[config.mk]
export PLATFORM = sky130hd
export DESIGN_NAME = block_cache_lru_directory_top
export DESIGN_NICKNAME = d
export VERILOG_FILES = /design/src/hdl/bcl_pkg.sv /design/src/hdl/bcl_ram.sv /design/src/hdl/bcl_ctrl.sv /design/src/hdl/block_cache_lru_directory_top.sv
export SDC_FILE = /design/constraint.sdc
export NUM_CORES = 2
export LEC_CHECK = 0
export BUFFER_PORTS_ARGS = -buffer_cell sky130_fd_sc_hd__buf_2
export CAP_MARGIN = 25
export CORE_UTILIZATION = 45
export CTS_CLUSTER_SIZE = 12
export DETAILED_ROUTE_END_ITERATION = 8
export PLACE_DENSITY_LB_ADDON = 0.25
export REMOVE_ABC_BUFFERS = 1
export SLEW_MARGIN = 10
export SYNTH_ARGS = -nofsm -noshare
export SYNTH_HDL_FRONTEND = slang
export SYNTH_MEMORY_MAX_BITS = 65536
export SYNTH_SLANG_ARGS = --single-unit
export TNS_END_PERCENT = 10
[constraint.sdc]
create_clock -name i_clk -period 14.45 [get_ports i_clk]
set_input_delay 0 -clock i_clk [delete_from_list [all_inputs] [get_ports i_clk]]
set_output_delay 0 -clock i_clk [all_outputs]
set_load 0.005 [all_outputs]
[src/hdl/bcl_pkg.sv]
`default_nettype none
package bcl_pkg;

    localparam int ENTRIES   = 64;
    localparam int IDX_W     = (ENTRIES > 1) ? $clog2(ENTRIES) : 1;
    localparam int OUT_IDX_W = 6;

    typedef struct packed {
        logic        operation;
        logic [31:0] block_number;
    } t_in;

    typedef struct packed {
        logic                 status;
        logic                 hit;
        logic [OUT_IDX_W-1:0] entry_index;
        logic                 writeback_needed;
        logic [31:0]          victim_block_number;
        logic                 fetch_needed;
    } t_out;

    typedef struct packed {
        logic [31:0] tag;
        logic        dirty;
        logic [31:0] stamp;
    } t_entry;

    localparam int ENTRY_W = $bits(t_entry);

    localparam logic OP_READ  = 1'b0;
    localparam logic OP_WRITE = 1'b1;

    localparam logic STATUS_OK        = 1'b0;
    localparam logic STATUS_BAD_BLOCK = 1'b1;

    typedef struct packed {
        logic valid;
    } t_res_hs;

    function automatic logic [OUT_IDX_W-1:0] idx_to_out(input logic [IDX_W-1:0] idx);
        logic [IDX_W+OUT_IDX_W-1:0] wide;
        wide = {{OUT_IDX_W{1'b0}}, idx};
        return wide[OUT_IDX_W-1:0];
    endfunction

endpackage
`default_nettype wire

[src/hdl/bcl_ram.sv]
`default_nettype none
module bcl_ram #(
    parameter int WIDTH = 8,
    parameter int DEPTH = 16,
    parameter int AW    = (DEPTH > 1) ? $clog2(DEPTH) : 1
) (
    input  wire logic             i_clk,
    input  wire logic             i_we,
    input  wire logic [AW-1:0]    i_waddr,
    input  wire logic [WIDTH-1:0] i_wdata,
    input  wire logic             i_re,
    input  wire logic [AW-1:0]    i_raddr,
    output logic      [WIDTH-1:0] o_rdata
);

    logic [WIDTH-1:0] r_mem [DEPTH];

    always_ff @(posedge i_clk) begin
        if (i_we) begin
            r_mem[i_waddr] <= i_wdata;
        end
        if (i_re) begin
            o_rdata <= r_mem[i_raddr];
        end
    end

endmodule
`default_nettype wire

[src/hdl/bcl_ctrl.sv]
`default_nettype none
module bcl_ctrl
    import bcl_pkg::*;
(
    input  wire logic    i_clk,
    input  wire logic    i_rst_n,
    input  wire logic    i_in_valid,
    output logic         o_in_stall,
    input  wire t_in     i_in,
    output t_res_hs      o_hs,
    input  wire logic    i_res_take,
    output t_out         o_res
);

    typedef enum logic [5:0] {
        ST_CLEAR  = 6'b000001,
        ST_IDLE   = 6'b000010,
        ST_SCAN   = 6'b000100,
        ST_TAIL   = 6'b001000,
        ST_UPDATE = 6'b010000,
        ST_DONE   = 6'b100000
    } t_state;

    localparam logic [IDX_W-1:0] LAST_IDX = IDX_W'(ENTRIES - 1);

    t_state             r_state, n_state;
    logic [IDX_W-1:0]   r_clr;
    logic [IDX_W-1:0]   r_addr;
    logic [IDX_W-1:0]   r_rd_idx;
    logic               r_rd_vld;
    logic [31:0]        r_clock;

    logic               r_op;
    logic [31:0]        r_blk;
    logic               r_found;
    logic [IDX_W-1:0]   r_hit_idx;
    logic               r_hit_dirty;
    logic [31:0]        r_best;
    logic [IDX_W-1:0]   r_vic_idx;
    logic [31:0]        r_vic_tag;
    logic               r_vic_dirty;
    t_out               r_res;

    logic               ram_we;
    logic [IDX_W-1:0]   ram_waddr;
    t_entry             ram_wdata;
    logic               ram_re;
    t_entry             ram_rdata;
    logic               in_acc;
    logic               miss_wb;
    t_out               acc_res;

    bcl_ram #(
        .WIDTH (ENTRY_W),
        .DEPTH (ENTRIES)
    ) u_ram (
        .i_clk   (i_clk),
        .i_we    (ram_we),
        .i_waddr (ram_waddr),
        .i_wdata (ram_wdata),
        .i_re    (ram_re),
        .i_raddr (r_addr),
        .o_rdata (ram_rdata)
    );

    assign o_in_stall = (r_state != ST_IDLE);
    assign in_acc     = i_in_valid && (r_state == ST_IDLE);
    assign o_hs.valid = (r_state == ST_DONE);
    assign o_res      = r_res;
    assign ram_re     = (r_state == ST_SCAN);
    assign miss_wb    = !r_found && r_vic_dirty;

    always_comb begin
        acc_res        = '0;
        acc_res.status = (i_in.block_number == 32'd0) ? STATUS_BAD_BLOCK : STATUS_OK;
    end

    always_comb begin
        n_state   = r_state;
        ram_we    = 1'b0;
        ram_waddr = r_clr;
        ram_wdata = '0;
        unique case (r_state)
            ST_CLEAR: begin
                ram_we = 1'b1;
                if (r_clr == LAST_IDX) begin
                    n_state = ST_IDLE;
                end
            end
            ST_IDLE: begin
                if (in_acc) begin
                    n_state = (i_in.block_number == 32'd0) ? ST_DONE : ST_SCAN;
                end
            end
            ST_SCAN: begin
                if (r_addr == LAST_IDX) begin
                    n_state = ST_TAIL;
                end
            end
            ST_TAIL: begin
                n_state = ST_UPDATE;
            end
            ST_UPDATE: begin
                ram_we             = 1'b1;
                ram_waddr          = r_found ? r_hit_idx : r_vic_idx;
                ram_wdata.tag      = r_blk;
                ram_wdata.dirty    = r_found ? (r_hit_dirty || (r_op == OP_WRITE))
                                             : (r_op == OP_WRITE);
                ram_wdata.stamp    = r_clock;
                n_state            = ST_DONE;
            end
            ST_DONE: begin
                if (i_res_take) begin
                    n_state = ST_IDLE;
                end
            end
            default: begin
                n_state = ST_IDLE;
            end
        endcase
    end

    always_ff @(posedge i_clk) begin
        if (!i_rst_n) begin
            r_state  <= ST_CLEAR;
            r_clr    <= '0;
            r_rd_vld <= 1'b0;
            r_clock  <= '0;
        end else begin
            r_state  <= n_state;
            r_rd_vld <= (r_state == ST_SCAN);
            if (r_state == ST_CLEAR) begin
                r_clr <= r_clr + 1'b1;
            end
            if (r_state == ST_UPDATE) begin
                r_clock <= r_clock + 32'd1;
            end
        end
    end

    always_ff @(posedge i_clk) begin
        if (in_acc) begin
            r_op   <= i_in.operation;
            r_blk  <= i_in.block_number;
            r_addr <= '0;
            r_res  <= acc_res;
        end
        if (r_state == ST_SCAN) begin
            r_addr   <= r_addr + 1'b1;
            r_rd_idx <= r_addr;
        end
        if (r_rd_vld) begin
            if (r_rd_idx == '0) begin
                r_found     <= (ram_rdata.tag == r_blk);
                r_hit_idx   <= '0;
                r_hit_dirty <= ram_rdata.dirty;
                r_best      <= ram_rdata.stamp;
                r_vic_idx   <= '0;
                r_vic_tag   <= ram_rdata.tag;
                r_vic_dirty <= ram_rdata.dirty;
            end else begin
                if (!r_found && (ram_rdata.tag == r_blk)) begin
                    r_found     <= 1'b1;
                    r_hit_idx   <= r_rd_idx;
                    r_hit_dirty <= ram_rdata.dirty;
                end
                if (ram_rdata.stamp < r_best) begin
                    r_best      <= ram_rdata.stamp;
                    r_vic_idx   <= r_rd_idx;
                    r_vic_tag   <= ram_rdata.tag;
                    r_vic_dirty <= ram_rdata.dirty;
                end
            end
        end
        if (r_state == ST_UPDATE) begin
            r_res.status              <= STATUS_OK;
            r_res.hit                 <= r_found;
            r_res.entry_index         <= idx_to_out(r_found ? r_hit_idx : r_vic_idx);
            r_res.writeback_needed    <= miss_wb;
            r_res.victim_block_number <= miss_wb ? r_vic_tag : 32'd0;
            r_res.fetch_needed        <= !r_found && (r_op == OP_READ);
        end
    end

`ifndef SYNTHESIS
    a_no_write_in_scan: assert property (@(posedge i_clk) disable iff (!i_rst_n)
        (r_state == ST_SCAN || r_state == ST_TAIL) |-> !ram_we)
        else $error("entry write during tag scan");
    a_clock_step: assert property (@(posedge i_clk) disable iff (!i_rst_n)
        (r_state == ST_UPDATE) |=> (r_clock == 32'($past(r_clock) + 32'd1)))
        else $error("use clock did not advance on update");
    a_scan_to_update: assert property (@(posedge i_clk) disable iff (!i_rst_n)
        (r_state == ST_TAIL) |-> r_rd_vld && (r_rd_idx == LAST_IDX))
        else $error("scan ended before the last entry was compared");
    a_take_only_done: assert property (@(posedge i_clk) disable iff (!i_rst_n)
        i_res_take |-> (r_state == ST_DONE))
        else $error("result taken while none is pending");
`endif

endmodule
`default_nettype wire

[src/hdl/block_cache_lru_directory_top.sv]
// Tag and LRU policy engine of a fully associative write-back block cache.
// Each request is a read or write of one block number and returns one result beat.
// All tag, dirty and use-time state sits in one synchronous RAM of ENTRIES words;
// every request for a nonzero block scans the whole RAM once, one word a cycle,
// then writes one entry back; a request for block zero skips the scan and
// returns a bad-block status. After reset the RAM is cleared one entry a cycle,
// so input is stalled until the clear has finished.
// The result sits in an output register, so the next request is taken while a
// finished result still waits downstream.
`default_nettype none
module block_cache_lru_directory_top
    import bcl_pkg::*;
(
    input  wire logic i_clk,
    input  wire logic i_rst_n,
    input  wire logic i_in_valid,
    output logic      o_in_stall,
    input  wire t_in  i_in,
    output logic      o_out_valid,
    input  wire logic i_out_stall,
    output t_out      o_out
);

    t_res_hs hs;
    t_out    res;
    logic    res_take;
    logic    r_out_valid;
    t_out    r_out;

    bcl_ctrl u_ctrl (
        .i_clk      (i_clk),
        .i_rst_n    (i_rst_n),
        .i_in_valid (i_in_valid),
        .o_in_stall (o_in_stall),
        .i_in       (i_in),
        .o_hs       (hs),
        .i_res_take (res_take),
        .o_res      (res)
    );

    assign res_take    = hs.valid && (!r_out_valid || !i_out_stall);
    assign o_out_valid = r_out_valid;
    assign o_out       = r_out;

    always_ff @(posedge i_clk) begin
        if (!i_rst_n) begin
            r_out_valid <= 1'b0;
        end else if (res_take) begin
            r_out_valid <= 1'b1;
        end else if (!i_out_stall) begin
            r_out_valid <= 1'b0;
        end
    end

    always_ff @(posedge i_clk) begin
        if (res_take) begin
            r_out <= res;
        end
    end

`ifndef SYNTHESIS
    a_out_hold: assert property (@(posedge i_clk) disable iff (!i_rst_n)
        (o_out_valid && i_out_stall) |=> o_out_valid && $stable(o_out))
        else $error("stalled output beat changed");
    a_take_path: assert property (@(posedge i_clk) disable iff (!i_rst_n)
        res_take |=> o_out_valid && (o_out == $past(res)))
        else $error("result beat lost on the way to the output register");
    a_no_overwrite: assert property (@(posedge i_clk) disable iff (!i_rst_n)
        (r_out_valid && i_out_stall) |-> !res_take)
        else $error("pending output beat overwritten");
`endif

endmodule
`default_nettype wire
# Word level (Yosys, flattened, before mapping)
# Memory sizes are Yosys's and may differ from the RTL's. A register that Yosys moved wholly into a read port is not among the register bits.
# Cells that the tools add are included.
# totals
ramBits	4160
input_bits	37
register_bits	254
memories	1
out_inout_bits	44
word_cells	102
# mem_list
name	depth	word_bits	rd	rd_clocked_by_memory_dff	write_ports	line	rtl
u_ctrl.u_ram.r_mem	64	65	1	1	1	bcl_ram.sv:16	logic [WIDTH-1:0] r_mem [DEPTH];
# op_classes
n_bitwise	1
n_addsub	3
n_lt_le_gt_ge	1
n_reduce_logical	20
n_eq_ne	15
mux	33
# ops
op	n
2-to-1 mux 32 bit	5
2-to-1 mux 41 bit	2
2-to-1 mux 6 bit	11
2-to-1 mux 65 bit	1
one-hot mux 6 bit (6 select lines)	1
adder 32 x 1 -> 32 bit (second input constant)	1
== test 32 bit	1
logical NOT 32 bit	1
< comparator 32 bit	1
== test 6 bit (second input constant)	3
2-to-1 mux 1 bit	13
adder 6 x 1 -> 6 bit (second input constant)	2
!= test 2 x 1 -> 1 bit (second input constant)	4
nonzero test 2 bit	4
== test 6 x 1 -> 1 bit (second input constant)	1
== test 6 x 2 -> 1 bit (second input constant)	1
== test 6 x 3 -> 1 bit (second input constant)	1
== test 6 x 4 -> 1 bit (second input constant)	1
== test 6 x 5 -> 1 bit (second input constant)	1
logical NOT 6 bit	1
!= test 6 x 2 -> 1 bit (second input constant)	1
logical AND 1 bit	5
AND reduction 2 bit	2
AND reduction 4 bit	1
5 further kinds	8

# Depth between registers and ports, before layout
# depth
depth_word	5
ltp_mapped	10
mapped_depth_nobuf	7

# By module
# A second synthesis with hierarchy kept.
# hier_totals
cells_unflattened	7400
area_unflattened_um2	169566.4
# by_module_without_submodules
mod	cells_each	area_each_um2	seq_area_each_um2	n_inst
bcl_ram	6606	158981.2	126871.7	1
bcl_ctrl	748	9285.2	5875.6	1
block_cache_lru_directory_top	46	1300.0	1281.2	1

# Least setup slack after synthesis
# No wires, ideal clock.
# synth_path
path_type	reg-to-reg
from	reg u_ctrl.u_ram.o_rdata[27] (read register of u_ctrl.u_ram.r_mem)
to	reg u_ctrl.r_best[0], enable pin
required_time_ns	13.841
n_path_buf	0
stages_incl_launch_ff	7
arrival_ns	6.485
synth_period_minus_slack_ns	7.094
setup_time_ns	0.609
path_slack_ns	7.356
cell_sequence	edfxtp_1 -> ha_1 -> a21oi_1 -> o21ai_0 -> a221oi_1 -> a21oi_1 -> a21boi_0
# synth_between
elab_chain_len	3
# synth_rtl
element	line	rtl
from (decl)	bcl_ram.sv:13	output logic [WIDTH-1:0] o_rdata
< comparator 32 bit	bcl_ctrl.sv:167	if (ram_rdata.stamp < r_best) begin
nonzero test 2 bit (no source line)	n/a	
AND reduction 2 bit (no source line)	n/a	
to (signal assigned)	bcl_ctrl.sv:157	r_best <= ram_rdata.stamp;
to (signal assigned)	bcl_ctrl.sv:168	r_best <= ram_rdata.stamp;
to (decl)	bcl_ctrl.sv:38	logic [31:0] r_best;
# Every way passes these cells.
# A chain may end at the register's enable or synchronous reset.

# Final worst setup path
# layout_path
from	reg u_ctrl.r_state[5]
to	mem u_ctrl.u_ram.r_mem[55][28] (netlist bit), enable pin
# layout_between
elab_chain_len	5
elab_cells_between_ends	7
cone_classes	2 x eq/ne; 4 x mux; 1 x reduce/logical
# layout_rtl
element	line	rtl
from (decl)	bcl_ctrl.sv:26	t_state r_state, n_state;
from (signal assigned)	bcl_ctrl.sv:130	r_state <= n_state;
== test 6 x 5 -> 1 bit / == test 6 x 1 -> 1 bit (equally long branches)	bcl_ctrl.sv:83	unique case (r_state)
OR reduction 2 bit (no source line)	n/a	
2-to-1 mux 1 bit	bcl_ctrl.sv:83	
2-to-1 mux 1 bit	bcl_ram.sv:19	if (i_we) begin
2-to-1 mux 1 bit (not written as such)	bcl_ram.sv:20	r_mem[i_waddr] <= i_wdata;
to (decl)	bcl_ram.sv:16	
# Parallel ways exist; a longest one is shown, timed or not.

==> results.cfg <==
[power_and_ir_drop]
power_mw = 25.6
swShare = 0.206
pwr-share-seq = 0.562
peakVddDrop_mv = 0.101
internal_power_mw = 20.3
p_leak_nw = 53.4
switchingPower_mw = 5.28
clkPwrFrac = 0.414
pwr-share-comb = 0.024
p_per_area_nw_per_um2 = 133

[clocking]
post-cts-setup-buffers = 0
cts_buffers = 445
path_clk_slew_ps = 60
clk_path_buf_depth = 4
root_buffer = clkbuf_16
clkLatencyLatePin_ps = 990
cts.sinks = 4479
tritoncts = yes
htree_levels = 5
cts_resized = 0

[timing]
drv_slew = 0
maxSlewHeadroom = 0.220
finalHoldViolCount = 0
layout_setup_ws_ps = 8620
setup_viol = 0
fin_crit_sh = 0.403
rsz0062_at_grt = false
fin_skew_ps = 64.3
fmax_mhz = 172
worst_pin_slew_ps = 1170
final.min_clock_period_ps = 5830

[setup_path]
critPathCaptureType = flip-flop
worstPathCellList = nor4_4, buf_4, nand2_2, o21ai_0, nand2_1, nor2_4, buf_4, buf_4
path_max_fanout = 68
crit_path_frequent_cell = buf_4
max_stage_delay_ps = 800
cp.required_ps = 15020
start_kind = flip-flop
worst-path-buf-inv = 3
critPathKind = flip-flop to flip-flop
path_delay_family = simple AND/OR/NAND/NOR gates
slowest_stage = nor2_4
crit_arrival_ps = 6400

[drt]
first_pass_iters = 7
wl_um = 492000
num_vias = 85495
drt_iter0_markers = 12656
drcViolationCount = 0
routedWlPerCell_um = 37.0
ant_nets = 0
via_per_inst = 6.43

[layout]
layout-drive-gt1-share = 0.251
layout_commonest_cell = edfxtp_1
area_growth_pct = 13.1
final_cell_mix = edfxtp_1 (4,432), mux4_2 (1,011), clkbuf_16 (450)
fillers = 28893
num-nets-final = 8117
instances_no_fill = 13305

[synthesis]
syn-cell-area_um2 = 169000
ys_ff_latch = 4479
syn_area_per_cell_um2 = 22.4
synth_edf_count = 4432
seq_area_frac_synth = 0.791
synth_top_flop_cell = edfxtp_1
ys_warn_count = 0
synth.distinct_cells = 57
async_flop_share = 0
syn_inst = 7568

[grt]
grt_usage = 0.257
antenna_found_initial = 34
grt_pass1_vias = 85712
grt_overflow_total = 0
grt_max_degree = 132
grt_pass1_wl_um = 680000

[floorplanning]
pin_count = 81
die_h_um = 616
die_w_um = 616
core_area_um2 = 373000
dieArea_um2 = 379000
initial_utilization = 0.454
num_rows = 224

[worst_hold_path]
min_path_type = input port to flip-flop

[placed_design]
io_buffer_count = 80
place_inst = 12478
dp_hpwl_um = 271000
place_ws_ps = 8590
routabilityCongestion = 0.850

[run]
drv_cap = 0

[status]
outcome = finished clean
-- what timing repair did --
item	CTS	global route
endpoints found under the hold margin	131	0
endpoints found under the setup margin	0	0
hold buffers	72	0
-- cells in the mapped netlist (36+ instances only) --
library cell	instances	share of area
buf_1	42	0.00093
dfxtp_1	47	0.0056
nor2b_1	36	0.0013
mux4_2	1011	0.13
buf_2	114	0.0034
o21ai_0	61	0.0018
a21oi_1	248	0.0073
a22oi_1	336	0.015
edfxtp_1	4432	0.79
a221oi_1	82	0.0042
nand2_1	149	0.0033
inv_1	46	0.0010
xor2_1	38	0.0020
clkbuf_1	257	0.0057
nor2_1	113	0.0025
and3_1	60	0.0022
-- power groups by stage --
stage	clock, mW	combinational [mW]	sequential [mW]
after floorplan	0	0.373	14.7
after global placement	0	0.587	14.6
after detailed placement	0	0.597	14.6
after CTS	10.7	0.618	14.4
after global routing	11.2	0.636	14.4
final	10.6	0.622	14.4
-- worst register-to-register path, delay by kind of cell (launching register included) --
family / cells / cell delay [ps]
flops: 1 / 370
buf+inv: 3 / 1980
simple gates: 4 / 2360
compound gates: 1 / 590
-- worst paths after layout --
path | from | end | slack, ps | depth (start not counted)
worst max-delay path | u_ctrl.r_state[5]$_SDFFE_PN0P_ | u_ctrl.u_ram.r_mem[55][28]$_DFFE_PP_ | 8620 | 8
worst max register to register | u_ctrl.r_state[5]$_SDFFE_PN0P_ | u_ctrl.u_ram.r_mem[55][28]$_DFFE_PP_ | 8620 | 8
worst min-delay path | i_in_valid | u_ctrl.r_state[1]$_SDFFE_PN0P_ | 110 | 4
worst min register to register | u_ctrl.o_res[16]$_SDFFCE_PN0P_ | o_out[16]$_DFFE_PP_ | 420 | 0
-- flip-flops by register name, summed over array words and instances (netlist names), 32 cells and up --
register,count
o_out,42
u_ctrl.o_res,42
u_ctrl.r_best,32
u_ctrl.r_blk,32
u_ctrl.r_clock,32
u_ctrl.r_vic_tag,32
u_ctrl.u_ram.o_rdata,65
u_ctrl.u_ram.r_mem,4160
-- routing by layer --
metal / GRT usage / vias up / routed length (um)
met1: 0.351 / 46480 / 186000
met3: 0.0543 / 785 / 51300
li1: - / 33192 / -
met4: 0.0954 / 4 / 20700
met5: 0 / - / 22
met2: 0.409 / 5034 / 234000
-- through the flow --
stage | utilization | setup TNS (ps) | hold WS, ps | instance area (um^2)
after floorplan | - | -2191900 | 61.9 | 168000
after CTS | 0.512 | 0 | 33.0 | 191000
after global placement | 0.474 | 0 | 197 | 177000
after detailed placement | 0.475 | 0 | 201 | 177000
after global routing | 0.513 | 0 | 96.2 | 192000
final | 0.513 | 0 | 105 | 192000
-- area by class of cell --
class / count / area (um^2) / share of cell area
diodes: 9 / 22.5 / 0.000118
well taps: 4972 / 6220 / 0.0325
clock inverters: 140 / 1030 / 0.00540
inverters: 48 / 188 / 0.000980
repair buffers: 458 / 4090 / 0.0213
clock buffers: 585 / 11800 / 0.0618
multi-input cells: 2614 / 34100 / 0.178
flip-flops and latches: 4479 / 134000 / 0.700
-- cells by family after synthesis --
logic type	share of synthesized area
AO/OA/AOI/OAI	0.0358
buffers and inverters	0.0117
multiplexers	0.138
XOR/XNOR	0.00264
adder cells (fa/ha/maj)	0.00251
AND/OR/NAND/NOR	0.0178
flip-flops	0.791
No activity file was read; power rests on OpenSTA's default activity.
